## src/hw/rtl/smoe_pkg.sv

```systemverilog
// Shared types and constants for the small matrix engine.
`timescale 1ns / 1ps
package smoe_pkg;
   localparam int MAX_DIM = 8;
   localparam int DEPTH = MAX_DIM * MAX_DIM;
   localparam int AW = $clog2(DEPTH);
   localparam int IW = $clog2(MAX_DIM);
   localparam int QDEPTH = 4;

   localparam logic [1:0] ACT_LOAD_A = 2'd0;
   localparam logic [1:0] ACT_LOAD_B = 2'd1;
   localparam logic [1:0] ACT_COMPUTE = 2'd2;

   localparam logic [2:0] OP_ADD = 3'd0;
   localparam logic [2:0] OP_SUB = 3'd1;
   localparam logic [2:0] OP_MUL = 3'd2;
   localparam logic [2:0] OP_TRN = 3'd3;
   localparam logic [2:0] OP_SYM = 3'd4;
   localparam logic [2:0] OP_DIAG = 3'd5;

   localparam logic [1:0] ST_OK = 2'd0;
   localparam logic [1:0] ST_DIM = 2'd1;
   localparam logic [1:0] ST_SQUARE = 2'd2;

   localparam logic [2:0] REG_OP = 3'd0;
   localparam logic [2:0] REG_RA = 3'd1;
   localparam logic [2:0] REG_CA = 3'd2;
   localparam logic [2:0] REG_RB = 3'd3;
   localparam logic [2:0] REG_CB = 3'd4;

   // compute job handed from front to back
   typedef struct packed {
      logic [2:0] op;
      logic [3:0] ra;
      logic [3:0] ca;
      logic [3:0] rb;
      logic [3:0] cb;
   } job_type;

   typedef enum logic [2:0] {
      S_IDLE, S_RUN, S_WAIT, S_ACC, S_EMIT
   } back_state_type;

   function automatic logic [3:0] eff_dim(input logic [3:0] d);
      if (d == 4'd0) return 4'd1;
      if (d > 4'(MAX_DIM)) return 4'(MAX_DIM);
      return d;
   endfunction
endpackage

```

## src/hw/rtl/smoe_csr.sv

```systemverilog
// APB-style configuration registers.
`timescale 1ns / 1ps
module smoe_csr (
   input  logic clock,
   input  logic reset,
   input  logic csr_psel,
   input  logic csr_penable,
   input  logic csr_pwrite,
   input  logic [4:0] csr_paddr,
   input  logic [31:0] csr_pwdata,
   output logic [31:0] csr_prdata,
   output logic csr_pready,
   output smoe_pkg::job_type cfg
);
   import smoe_pkg::*;
   job_type cfg_ff;
   logic [2:0] idx;
   assign idx = csr_paddr[4:2];
   assign csr_pready = 1'b1;
   assign cfg = cfg_ff;

   always_ff @(posedge clock) begin
      if (reset) begin
         cfg_ff <= '{op: OP_ADD, ra: 4'd1, ca: 4'd1, rb: 4'd1, cb: 4'd1};
      end else if (csr_psel && csr_penable && csr_pwrite) begin
         unique case (idx)
            REG_OP: cfg_ff.op <= csr_pwdata[2:0];
            REG_RA: cfg_ff.ra <= csr_pwdata[3:0];
            REG_CA: cfg_ff.ca <= csr_pwdata[3:0];
            REG_RB: cfg_ff.rb <= csr_pwdata[3:0];
            REG_CB: cfg_ff.cb <= csr_pwdata[3:0];
            default: ;
         endcase
      end
   end

   always_comb begin
      unique case (idx)
         REG_OP: csr_prdata = {29'd0, cfg_ff.op};
         REG_RA: csr_prdata = {28'd0, cfg_ff.ra};
         REG_CA: csr_prdata = {28'd0, cfg_ff.ca};
         REG_RB: csr_prdata = {28'd0, cfg_ff.rb};
         REG_CB: csr_prdata = {28'd0, cfg_ff.cb};
         default: csr_prdata = '0;
      endcase
   end
endmodule
```

## config.mk

```make
export PLATFORM = sky130hd
export DESIGN_NAME = smoe_csr
export DESIGN_NICKNAME = d
export VERILOG_FILES = /design/src/hw/rtl/smoe_pkg.sv /design/src/hw/rtl/smoe_csr.sv
export SDC_FILE = /design/constraint.sdc
export NUM_CORES = 1
export LEC_CHECK = 0
export BUFFER_PORTS_ARGS = -buffer_cell sky130_fd_sc_hd__buf_2
export CORE_UTILIZATION = 35
export CTS_CLUSTER_SIZE = 24
export DETAILED_ROUTE_END_ITERATION = 6
export GPL_ROUTABILITY_DRIVEN = 0
export PLACE_DENSITY_LB_ADDON = 0.15
export SYNTH_ARGS = -nofsm -noshare
export SYNTH_HDL_FRONTEND = slang
export SYNTH_SLANG_ARGS = --single-unit
```

## constraint.sdc

```tcl
create_clock -name clock -period 0.9 [get_ports clock]
set_input_delay 0.045 -clock clock [delete_from_list [all_inputs] [get_ports clock]]
set_output_delay 0.045 -clock clock [all_outputs]
set_load 0.005 [all_outputs]
```

# Word-level counts from Yosys, hierarchy flattened
# Index checks and enable logic that the tools add are counted.
# op_classes
n_eq_ne,4
mux,1
n_reduce_logical,8
# op_table
op,n
$pmux W4 S5,1
$reduce_and A2 Y1,5
$eq A3 B2 Y1 const B,2
$eq A3 B1 Y1 const B,1
$eq A3 B3 Y1 const B,1
$logic_not A3 Y1,1
$logic_and A1 B1 Y1,2
# totals
ff_bits,19
out_inout_bits,52
word_cells,18
in_bits,42

# Logic depth before layout (Yosys ltp)
# logic_depth
ltp_word,3
mapped_depth,4

# Worst setup path after synthesis
# OpenSTA, ideal clock, no wires.
# synth_path
path_kind,input -> register
startpoint,input csr_paddr[4]
endpoint,register cfg_ff (netlist bit cfg[4])
arrival_time_ps,774
setup_slack_ps,0
n_path_buf,1
cell_stages,4
cell_sequence,buf_6 > and4b_1 > nand3_1 > mux2i_1
# synth_via
elab_chain_len,2
# synth_rtl
element,line_no,source
start: declaration,smoe_csr.sv:9,"input logic [4:0] csr_paddr,"
$eq A3 B2 Y1,smoe_csr.sv:26,unique case (idx)
$reduce_and A2 Y1 (no source line),n/a,
end signal: assignment,smoe_csr.sv:24,"cfg_ff <= '{op: OP_ADD, ra: 4'd1, ca: 4'd1, rb: 4'd1, cb: 4'd1};"
end: declaration,smoe_csr.sv:16,job_type cfg_ff;
# No other way between the ends.
# A chain may end at the register's enable or synchronous reset.

# Worst setup path in the final report
# layout_path
startpoint,register cfg_ff (netlist bit cfg[8])
endpoint,output csr_prdata[0]
# layout_via
elab_chain_len,1
# layout_rtl
element,line_no,source
$pmux W4 S5,smoe_csr.sv:38,unique case (idx)
end: declaration,smoe_csr.sv:11,"output logic [31:0] csr_prdata,"
# No other way between the ends.

==> flow_metrics.py <==
metrics = {
    "status": {
        "outcome": "complete, but fails checks",
        "failed_checks": "negative setup slack",
    },
    "floorplan": {
        "dieHeight_microns": 60.3,
        "floorplan.rows": 20,
        "core_sq_um": 3130,
        "ioPinCount": 94,
        "die_area_sq_um": 3640,
        "die_w_microns": 60.3,
        "start_util_pct": 38.1,
    },
    "synth": {
        "synth_cell_types": 26,
        "ys_ff_latch": 19,
        "ys_seq_area_share_pct": 31.9,
        "synth_top_area_share_pct": 31.9,
        "yosys-top-cells-area": "dfxtp_1 (32%), buf_4 (18%), mux2i_1 (16%)",
        "synth.largest_area_cell": "dfxtp_1",
        "synthCells": 129,
        "syn_area_sq_um": 1190,
        "yosys_warnings": 0,
        "syn_area_per_cell_sq_um": 9.23,
    },
    "sta": {
        "setup_tns_ns": -1.49,
        "rsz0062_at_grt": "yes",
        "timing.fmax_mhz": 777,
        "finalWorstSetupSlack_ns": -0.386,
        "slew_violations": 0,
        "skew_ns": 0,
        "layout_min_cycle_time_ns": 1.29,
        "hold_viol": 0,
        "setup_violations": 7,
        "period_share_pct": 143,
    },
    "grt": {
        "grt_pass1_wl_mm": 4.38,
        "grt.total_usage_pct": 16.3,
        "grt_pass1_vias": 951,
        "grt_max_degree": 20,
        "overflow": 0,
        "antenna_found_initial": 0,
    },
    "placement": {
        "place_area_sq_um": 1430,
        "place_hpwl_mm": 2.08,
        "placed_cells": 220,
        "pre_cts_slack_ns": -0.212,
        "portBuffers": 34,
    },
    "power": {
        "p_per_area_nw_per_um2": 904,
        "leakage_uw": 0.000884,
        "ir_drop_v": 0.000605,
    },
    "route": {
        "drtIter0Drc": 18,
        "viasPerCell": 4.40,
        "drt-total-wl_mm": 2.88,
        "dr.pass1.iters": 4,
        "vias": 1021,
        "drtAntennaViolNets": 0,
        "wire_per_inst_microns": 12.4,
        "drc": 0,
    },
    "cells_and_area": {
        "final_cell_mix": "conb_1 (29), buf_2 (24), buf_6 (22), mux2i_1 (19), nand2b_1 (18)",
        "mostFrequentLayoutCell": "conb_1",
        "nNetsFinal": 231,
        "largest_reg_flops": 19,
        "diodes": 0,
        "fin_area_sq_um": 1680,
        "fin_util_pct": 53.8,
        "area_growth_pct": 41.3,
        "drive_gt1_share_pct": 48.4,
        "final_cells": 232,
    },
    "critical_path": {
        "critPathCaptureType": "output port",
        "criticalPathCategory": "reg2out",
        "start_kind": "flip-flop",
        "startpoint": "cfg[8]",
        "r2r_slack_ns": 0.01,
        "critPathRequiredTime_ns": 0.85,
        "worst-r2r-cell-count": 5,
        "cp.arrival_ns": 1.24,
        "r2r_end": "cfg[16]",
        "endpoint": "csr_prdata[0]",
        "crit_path_max_fanout": 2,
        "rr_startpoint": "cfg[16]",
    },
    "clock_tree": {
        "cts.sinks": 19,
        "cts-buffers-inserted": 3,
        "h-tree-depth": 1,
        "clk_latency_ns": 0.29,
        "cts_root_buf": "clkbuf_4",
        "cts_tree": "yes",
        "clock_path_buffers": 2,
        "path_clk_slew_ns": 0.10,
    },
    "min_path": {
        "min-delay-path-class": "in2reg",
    },
    "flow_run": {
        "drv_cap": 0,
    },
}
synthesized netlist by cell type:
| cell | n |
|---|---|
| nand3_2 | 1 |
| nor2_1 | 6 |
| o22ai_1 | 4 |
| a22oi_1 | 5 |
| clkbuf_1 | 3 |
| buf_4 | 29 |
| inv_2 | 1 |
| a21oi_1 | 2 |
| or3_1 | 1 |
| dfxtp_1 | 19 |
| and3b_1 | 1 |
| mux2_2 | 3 |
| clkbuf_2 | 1 |
| buf_6 | 1 |
| nor3_1 | 1 |
| mux2i_1 | 19 |
| conb_1 | 2 |
| nand2b_1 | 18 |
| nand4b_4 | 1 |
| and4b_1 | 1 |
| a31oi_1 | 1 |
| nand3_1 | 3 |
| nor2b_1 | 2 |
| buf_2 | 1 |
| o31ai_1 | 1 |
| and3_1 | 2 |
report_power, final:
part / switching, uW / internal (uW) / total (uW)
clock network: 253 / 172 / 426
registers: 4.96 / 847 / 852
logic: 136 / 107 / 243
total: 395 / 1130 / 1520
worst max-delay path, stage by stage (launching register included):
cell	delay, ns
dfxtp_2	0.35
mux2_4	0.27
a22oi_2	0.11
o22ai_1	0.09
buf_2	0.13
metal layers:
metal  vias to the layer above  wire length (microns)  part of all wire [%]  global-route usage [%]
met2                        48                   1390                    48                    28.1
met1                       467                   1320                    46                    20.9
met4                         0                      8                  0.28                    5.98
met3                         2                    156                   5.4                    1.92
li1                        504                      -                     -                       -
met5                         -                      0                     0                       0
repair_timing:
item / 4_1_cts / 5_1_grt
endpoints found under the setup margin: 12 / 17
pin swaps: 5 / 1
gates resized for setup: 34 / 13
hold endpoints to repair: 1 / 0
buffers inserted: 4 / 5
gates cloned: 0 / 0
hold buffers: 1 / 0
layout make-up:
cell class	count	area [sq um]
inverters	1	3.75
clock buffers	4	26.3
fillers	293	1450
repair buffers	63	498
multi-input cells	101	702
well taps	44	55.1
flip-flops and latches	19	398
worst min path at each step:
stage | start | end | slack (ns) | cells past startpoint
finish | csr_pwdata[0] | cfg[12] | 0.08 | 3
detailed placement | csr_pwdata[0] | cfg[16] | 0.32 | 3
floorplan | csr_pwdata[0] | cfg[16] | 0.19 | 2
global route | csr_pwdata[0] | cfg[12] | 0.09 | 3
CTS | csr_pwdata[0] | cfg[12] | 0.07 | 3
global placement | csr_pwdata[0] | cfg[16] | 0.32 | 3
cells by family after synthesis:
group,Yosys count,share of synthesized area (%)
flip-flops,19,31.9
AND/OR/NAND/NOR,37,20.1
multiplexers,22,18.8
AO/OA/AOI/OAI,13,7.25
buffers and inverters,36,21.3
other,2,0.630
stage by stage:
step	hold slack [ns]	total power [uW]
6_report	0.0832	1520
3_5_place_dp	0.323	1080
2_1_floorplan	0.193	1080
5_1_grt	0.0902	1610
3_3_place_gp	0.320	1080
4_1_cts	0.0726	1530
Note: power is estimated with default switching activity, not from simulation.
