[src/hw/rtl/smoe_pkg.sv]
// Shared types and constants for the small matrix engine.
`timescale 1ns / 1ps
package smoe_pkg;
   localparam int MAX_DIM = 8;
   localparam int DEPTH = MAX_DIM * MAX_DIM;
   localparam int AW = $clog2(DEPTH);
   localparam int IW = $clog2(MAX_DIM);
   localparam int QDEPTH = 4;

   localparam logic [1:0] ACT_LOAD_A = 2'd0;
   localparam logic [1:0] ACT_LOAD_B = 2'd1;
   localparam logic [1:0] ACT_COMPUTE = 2'd2;

   localparam logic [2:0] OP_ADD = 3'd0;
   localparam logic [2:0] OP_SUB = 3'd1;
   localparam logic [2:0] OP_MUL = 3'd2;
   localparam logic [2:0] OP_TRN = 3'd3;
   localparam logic [2:0] OP_SYM = 3'd4;
   localparam logic [2:0] OP_DIAG = 3'd5;

   localparam logic [1:0] ST_OK = 2'd0;
   localparam logic [1:0] ST_DIM = 2'd1;
   localparam logic [1:0] ST_SQUARE = 2'd2;

   localparam logic [2:0] REG_OP = 3'd0;
   localparam logic [2:0] REG_RA = 3'd1;
   localparam logic [2:0] REG_CA = 3'd2;
   localparam logic [2:0] REG_RB = 3'd3;
   localparam logic [2:0] REG_CB = 3'd4;

   // compute job handed from front to back
   typedef struct packed {
      logic [2:0] op;
      logic [3:0] ra;
      logic [3:0] ca;
      logic [3:0] rb;
      logic [3:0] cb;
   } job_type;

   typedef enum logic [2:0] {
      S_IDLE, S_RUN, S_WAIT, S_ACC, S_EMIT
   } back_state_type;

   function automatic logic [3:0] eff_dim(input logic [3:0] d);
      if (d == 4'd0) return 4'd1;
      if (d > 4'(MAX_DIM)) return 4'(MAX_DIM);
      return d;
   endfunction
endpackage

[src/hw/rtl/smoe_front.sv]
// Front end: classifies requests, writes loads, queues compute jobs.
`timescale 1ns / 1ps
module smoe_front (
   input  logic clock,
   input  logic reset,
   input  logic req_valid,
   output logic req_ready,
   input  logic [1:0] req_action,
   input  logic [31:0] req_element,
   input  smoe_pkg::job_type cfg,
   output logic wr_a,
   output logic wr_b,
   output logic [smoe_pkg::AW-1:0] wr_addr,
   output logic [31:0] wr_data,
   output logic job_valid,
   output smoe_pkg::job_type job,
   input  logic job_take,
   input  logic back_busy
);
   import smoe_pkg::*;
   localparam int QW = $clog2(QDEPTH);
   logic [AW:0] ptr_a_ff, ptr_a_in, ptr_b_ff, ptr_b_in;
   job_type q_ff [QDEPTH];
   logic [QW-1:0] rd_ff, wr_ff;
   logic [QW:0] cnt_ff;
   logic [7:0] size_a, size_b;
   logic acc, push, full;

   assign full = (cnt_ff == (QW+1)'(QDEPTH));
   // one compute at a time: hold requests while a compute is queued or running
   assign req_ready = !full && (cnt_ff == '0) && !back_busy;
   assign acc = req_valid && req_ready;
   assign size_a = 8'(eff_dim(cfg.ra)) * 8'(eff_dim(cfg.ca));
   assign size_b = 8'(eff_dim(cfg.rb)) * 8'(eff_dim(cfg.cb));
   assign push = acc && req_action == ACT_COMPUTE;

   // load writes and pointer update
   always_comb begin
      ptr_a_in = ptr_a_ff;
      ptr_b_in = ptr_b_ff;
      wr_a = 1'b0;
      wr_b = 1'b0;
      wr_addr = ptr_a_ff[AW-1:0];
      if (acc && req_action == ACT_LOAD_A && 8'(ptr_a_ff) < size_a) begin
         wr_a = 1'b1;
         ptr_a_in = ptr_a_ff + 1'b1;
      end
      if (acc && req_action == ACT_LOAD_B && 8'(ptr_b_ff) < size_b) begin
         wr_b = 1'b1;
         wr_addr = ptr_b_ff[AW-1:0];
         ptr_b_in = ptr_b_ff + 1'b1;
      end
      if (push) begin
         ptr_a_in = '0;
         ptr_b_in = '0;
      end
   end
   assign wr_data = req_element;

   always_ff @(posedge clock) begin
      if (reset) begin
         ptr_a_ff <= '0;
         ptr_b_ff <= '0;
         rd_ff <= '0;
         wr_ff <= '0;
         cnt_ff <= '0;
      end else begin
         ptr_a_ff <= ptr_a_in;
         ptr_b_ff <= ptr_b_in;
         if (push) wr_ff <= wr_ff + 1'b1;
         if (job_take) rd_ff <= rd_ff + 1'b1;
         cnt_ff <= cnt_ff + (QW+1)'(push) - (QW+1)'(job_take);
      end
   end

   // job queue
   always_ff @(posedge clock) begin
      if (push) q_ff[wr_ff] <= cfg;
   end
   assign job_valid = (cnt_ff != '0);
   assign job = q_ff[rd_ff];
endmodule

[config.mk]
export PLATFORM = sky130hd
export DESIGN_NAME = smoe_front
export DESIGN_NICKNAME = d
export VERILOG_FILES = /design/src/hw/rtl/smoe_pkg.sv /design/src/hw/rtl/smoe_front.sv
export SDC_FILE = /design/constraint.sdc
export NUM_CORES = 1
export LEC_CHECK = 0
export ABC_CLOCK_PERIOD_IN_PS = 6800
export CELL_PAD_IN_SITES_DETAIL_PLACEMENT = 0
export CELL_PAD_IN_SITES_GLOBAL_PLACEMENT = 1
export CORE_MARGIN = 2
export CORE_UTILIZATION = 30
export DETAILED_ROUTE_END_ITERATION = 7
export DONT_BUFFER_PORTS = 1
export PLACE_DENSITY_LB_ADDON = 0.1
export SLEW_MARGIN = 5
export SYNTH_ARGS = -nofsm -noshare
export SYNTH_HDL_FRONTEND = slang
export SYNTH_SLANG_ARGS = --single-unit
[constraint.sdc]
create_clock -name clock -period 6.8 [get_ports clock]
set_input_delay 1.36 -clock clock [delete_from_list [all_inputs] [get_ports clock]]
set_output_delay 1.36 -clock clock [all_outputs]
set_load 0.05 [all_outputs]
==> Word level (Yosys, flattened, before mapping) <==
Memories as Yosys holds them, arrays and structs flattened. A register that Yosys moved wholly into a read port is not among the register bits.
Index checks and enable logic that the tools add are counted.
{ "classes": {"add_sub_neg": 6, "multipliers": 2, "magnitude_cmp": 6, "n_eq_ne": 3, "mux": 35, "n_reduce_logical": 18} }
{ "ops": {"columns": ["op", "count"], "rows": [
  ["two-way mux 4 bit", 16],
  ["> comparator 4 bit (second input constant)", 4],
  ["zero test 4 bit", 4],
  ["< comparator 7 x 8 -> 1 bit", 2],
  ["multiplier 4 x 4 -> 8 bit", 2],
  ["two-way mux 1 bit", 16],
  ["adder 7 x 1 -> 7 bit (second input constant)", 2],
  ["logical AND 1 bit", 8],
  ["two-way mux 6 bit", 1],
  ["adder 2 x 1 -> 2 bit (second input constant)", 2],
  ["two-way mux 2 bit", 2],
  ["adder 3 x 1 -> 3 bit", 1],
  ["equality test 3 bit (second input constant)", 1],
  ["zero test 3 bit", 1],
  ["nonzero test 3 bit", 1],
  ["subtractor 3 x 1 -> 3 bit", 1],
  ["equality test 2 x 1 -> 1 bit (second input constant)", 1],
  ["equality test 2 bit (second input constant)", 1],
  ["zero test 1 bit", 2],
  ["zero test 2 bit", 1],
  ["OR reduction 2 bit", 1]
]} }
{ "word_totals": {"ff_bits": 21, "ram_bits": 76, "input_bits": 58, "memories": 1} }
{ "mem_list": {"columns": ["memory", "words", "width", "read_ports", "rd_clocked_by_memory_dff", "write_ports", "line_no", "source"], "rows": [
  ["q_ff", 4, 19, 1, 1, 1, "smoe_front.sv:23", "job_type q_ff [QDEPTH];"]
]} }

==> Logic depth before layout (Yosys ltp) <==
{ "logic_depth": {"word_depth": 9, "mapped_depth": 21, "ltp_nobuf": 21} }

==> Worst setup path after synthesis <==
OpenSTA, ideal clock, no wires.
{ "synth_path": {"path_kind": "input-to-output", "startpoint": "input port cfg[7] in the netlist's numbering", "endpoint": "output port wr_b", "arrival_time_ns": 5.407, "required_ns": 5.440, "slack_ns": 0.033, "stages": 19, "path_buffers": 1, "path_cell_list": "inv_1 > o21ai_0 > or2_2 > fa_1 > inv_1 > fa_1 > inv_1 > fa_1 > inv_1 > a21o_1 > a21oi_1 > xnor2_1 > ha_1 > nand3_1 > o22ai_1 > nor2_1 > a211oi_2 > clkbuf_1 > nor2_1"} }
{ "synth_via": {"elab_chain_len": 9, "word_cells_on_any_way": 12, "cone_classes": "mul (1); order compare (2); mux (7); reduce/logical (2)"} }
{ "synth_lines": {"columns": ["element", "line_no", "source"], "rows": [
  ["from (decl)", "smoe_front.sv:10", "input smoe_pkg::job_type cfg,"],
  ["> comparator 4 bit", "smoe_pkg.sv:46", "if (d > 4'(MAX_DIM)) return 4'(MAX_DIM);"],
  ["two-way mux 1 bit (2 in a row)", "smoe_pkg.sv:46", null],
  ["two-way mux 4 bit", "smoe_pkg.sv:47", "return d;"],
  ["two-way mux 4 bit *", "smoe_pkg.sv:46", null],
  ["multiplier 4 x 4 -> 8 bit *", "smoe_front.sv:34", "assign size_b = 8'(eff_dim(cfg.rb)) * 8'(eff_dim(cfg.cb));"],
  ["< comparator 7 x 8 -> 1 bit *", "smoe_front.sv:48", "if (acc && req_action == ACT_LOAD_B && 8'(ptr_b_ff) < size_b) begin"],
  ["logical AND 1 bit *", "smoe_front.sv:48", null],
  ["two-way mux 1 bit *", "smoe_front.sv:48", null],
  ["to (decl)", "smoe_front.sv:12", "output logic wr_b,"]
]} }
Mark *: on every way between the ends. The rest lies on a longest branch, timed or not. The select of a mux whose other input is x is not followed.

==> Worst setup path in the final report <==
{ "layout_path": {"startpoint": "input port cfg[5] in the netlist's numbering", "endpoint": "output port wr_addr[5] in the netlist's numbering"} }
{ "layout_via": {"elab_chain_len": 9, "word_cells_on_any_way": 12, "cone_classes": "mul (1); order compare (2); mux (7); reduce/logical (2)"} }
{ "layout_lines": {"columns": ["element", "line_no", "source"], "rows": [
  ["> comparator 4 bit", "smoe_pkg.sv:46", null],
  ["two-way mux 1 bit (2 in a row)", "smoe_pkg.sv:46", null],
  ["two-way mux 4 bit", "smoe_pkg.sv:47", null],
  ["two-way mux 4 bit *", "smoe_pkg.sv:46", null],
  ["multiplier 4 x 4 -> 8 bit *", "smoe_front.sv:34", null],
  ["< comparator 7 x 8 -> 1 bit *", "smoe_front.sv:48", null],
  ["logical AND 1 bit *", "smoe_front.sv:48", null],
  ["two-way mux 6 bit *", "smoe_front.sv:48", null],
  ["to (decl)", "smoe_front.sv:13", "output logic [smoe_pkg::AW-1:0] wr_addr,"]
]} }
Marks and branches as above.

==> flow_metrics.tcl <==
set metrics [dict create \
    synth_top_area_share 0.418 \
    synthesis.yosys.warnings 0 \
    criticalPathCategory "primary input to output port" \
    num-nets-final 541 \
    final_cell_mix "edfxtp_1 (76), ha_1 (43), nor2_1 (35), inv_1 (25)" \
    startpoint_type "primary input" \
    final.fill_count 1790 \
    tritoncts "built" \
    rsz_0062_raised_after_global_routing "true" \
    floorplan.initialDensity 0.305 \
    synthesis.instances 432 \
    layout_commonest_cell "edfxtp_1" \
    timing_hold_violations_final 0 \
    post_synth_top_flop "edfxtp_1" \
    clock_latency_ns 0.35 \
    max-slew-margin-rel 0.322 \
    maxCapViolCount 0 \
    detail_route.iter0.violations 193 \
    vdd.ir_drop.worst_uv 121 \
    ctsLongestPathBuffers 2 \
    drive_above_1_share 0.232 \
    crit_path_end_kind "output port" \
    drt.antenna.violating_nets 0 \
    io_pins 119 \
    period_needed_ns 6.66 \
    worst-endpoint-required_ns 5.44 \
    synth_area_per_cell_um2 12.6 \
    core_area_mm2 0.0179 \
    fp.dieArea_mm2 0.0193 \
    dp_hpwl_mm 7.95 \
    part_of_the_yosys_area_used_for_sequential_elements 0.503 \
    routed_wirelength_mm 11.4 \
    timing.final.crit_share 0.980 \
    std_cell_rows 49 \
    route.vias.total 3208 \
    final_max_slew_viol_count 0 \
    busiest_layer "met2" \
    worst-slew-pin-transition_ns 1.01 \
    groute.layer.met1.usage 0.161 \
    clock-skew-final_ns 0.0112 \
    root_buffer "clkbuf_16" \
    fmaxAchievable_mhz 150 \
    chipHeight_um 139 \
    area.sequential_mm2 0.00274 \
    numCtsBuffers 9 \
    antenna_found_initial 0 \
    dieWidth_um 139 \
    number_of_synthesized_flops_with_an_enable_pin 76 \
    detail_route.wl_per_cell_um 17.2 \
    outcome "completed" \
    synth_top_cells_by_area "edfxtp_1 (42%), ha_1 (10%), dfxtp_1 (8.4%)" \
    clock_sink_count 99 \
    antennaDiodeCount 0 \
    htree_levels 3 \
    mappedNetlistNets 543 \
    grt_pass1_wl_mm 18.5 \
    synth-async-reset-ratio 0 \
    place_ws_ns -0.117 \
    gr-usage-met3 0.0414 \
    detail_route.vias_per_cell 4.83 \
    path_max_fanout 6 \
    synthToLayoutAreaGrowth_pct 12.0 \
    post_synth_num_cell_types 47 \
    place_congestion 0.754 \
    gr-usage-all-layers 0.123 \
    synthesis.area_mm2 0.00546 \
    fin_worst_hold_slack_ns 0.498 \
    final_number_of_setup_violating_endpoints 0 \
    grt_start_max_net_pins 20 \
    multi_input_comb_area_mm2 0.00237 \
    critical_path_arrival_ns 5.30 \
    port_buffers 0 \
    fin_ws_ns 0.135 \
    grt.met2_usage 0.193 \
    min_path_type "flop to flop" \
    p_leak_uw 0.00222 \
    drcViolationCount 0 \
    first_global_vias 3294 \
    cellPowerDensity_mw_per_mm2 226 \
    grt-ovfl-total 0 \
    synth_largest_area_cell "edfxtp_1" \
    synth_seq_cells 99 \
    detail_route.first_pass.iterations 4 \
    cts.clk_slew.worst_paths_ns 0.07 \
]
==> report_power, final <==
part	total (uW)	switching, uW	internal (uW)
Sequential	672	10.6	661
Clock	495	242	253
Combinational	212	140	71.6
==> layer usage <==
| metal | vias up | part of all wire |
|---|---|---|
| li1 | 1550 | - |
| met1 | 1571 | 0.46 |
| met2 | 65 | 0.47 |
| met3 | 22 | 0.055 |
| met4 | 0 | 0.010 |
| met5 | - | 0 |
==> cell usage after synthesis, types with 5 or more instances <==
master / n
inv_1: 32
xor2_1: 7
ha_1: 44
nand2_1: 17
fa_1: 9
mux2_2: 6
edfxtp_1: 76
and2_1: 6
and3_1: 6
o31ai_1: 8
or2_2: 6
a21oi_1: 20
xnor2_1: 5
dfxtp_1: 23
nand3_1: 6
or4_1: 7
clkbuf_1: 5
buf_4: 33
o21ai_0: 11
mux4_2: 19
nor2_1: 37
==> area by class of cell <==
cell class | count | area share
Clock buffer | 9 | 0.0369
Tap cell | 229 | 0.0469
Clock inverter | 7 | 0.00942
Sequential cell | 99 | 0.449
Multi-Input combinational cell | 259 | 0.388
Timing Repair Buffer | 29 | 0.0479
Inverter | 32 | 0.0219
==> worst paths after layout <==
check                                  from          end  slack (ns)  cells after the start
worst max-delay path                 cfg[5]   wr_addr[5]        0.14                     21
worst min-delay path            ptr_a_ff[6]  ptr_a_ff[6]        0.50                      2
worst max register to register    cnt_ff[2]  ptr_b_ff[6]        3.45                      5
worst min register to register  ptr_a_ff[6]  ptr_a_ff[6]        0.50                      2
==> metrics by stage <==
| step | cells | setup TNS [ns] | util | cell area, um2 | power [uW] |
|---|---|---|---|---|---|
| 5_1_grt | 664 | -0.331 | 0.341 | 6110 | 1450 |
| 6_report | 664 | 0 | 0.341 | 6110 | 1380 |
| 3_5_place_dp | 646 | -0.680 | 0.320 | 5730 | 891 |
| 3_3_place_gp | 646 | -0.286 | 0.320 | 5730 | 891 |
| 2_1_floorplan | 432 | 0 | - | 5460 | 908 |
| 4_1_cts | 663 | 0 | 0.337 | 6030 | 1400 |
==> registers in the layout, indices dropped and copies added (netlist names), named ones only <==
name      flops
q_ff         76
ptr_a_ff      7
ptr_b_ff      7
cnt_ff        3
rd_ff         2
wr_ff         2
==> what timing repair did <==
item / CTS / global route
pin swaps: 2 / 15
buffers inserted: 1 / 1
endpoints found under the setup margin: 6 / 8
resized for setup: 5 / 21
hold buffers: 0 / 0
==> critical path: stages <==
cell and delay [ns]:
nor2_4 0.08, o21ai_2 0.07, or2_4 0.23, fa_1 0.56, inv_2 0.05, fa_2 0.61
inv_2 0.05, fa_2 0.34, inv_2 0.05, a21o_1 0.12, a21oi_2 0.06, xnor2_1 0.14
ha_1 0.31, nand3_2 0.08, nor2_2 0.11, o41ai_2 0.08, a211oi_2 0.31, nor3_2 0.06
buf_4 0.19, mux2_4 0.32, buf_12 0.15
==> kinds of logic (layout without fill, tap and decap cells) <==
family / count (synthesis) / in the layout / share of synthesized area
simple gates: 110 / 110 / 0.108
flops: 99 / 99 / 0.503
buf+inv: 74 / 77 / 0.0754
compound gates: 58 / 58 / 0.0685
fa+ha+maj: 53 / 53 / 0.134
mux: 26 / 26 / 0.0926
xor+xnor: 12 / 12 / 0.0193
No activity file was read; power rests on OpenSTA's default activity.
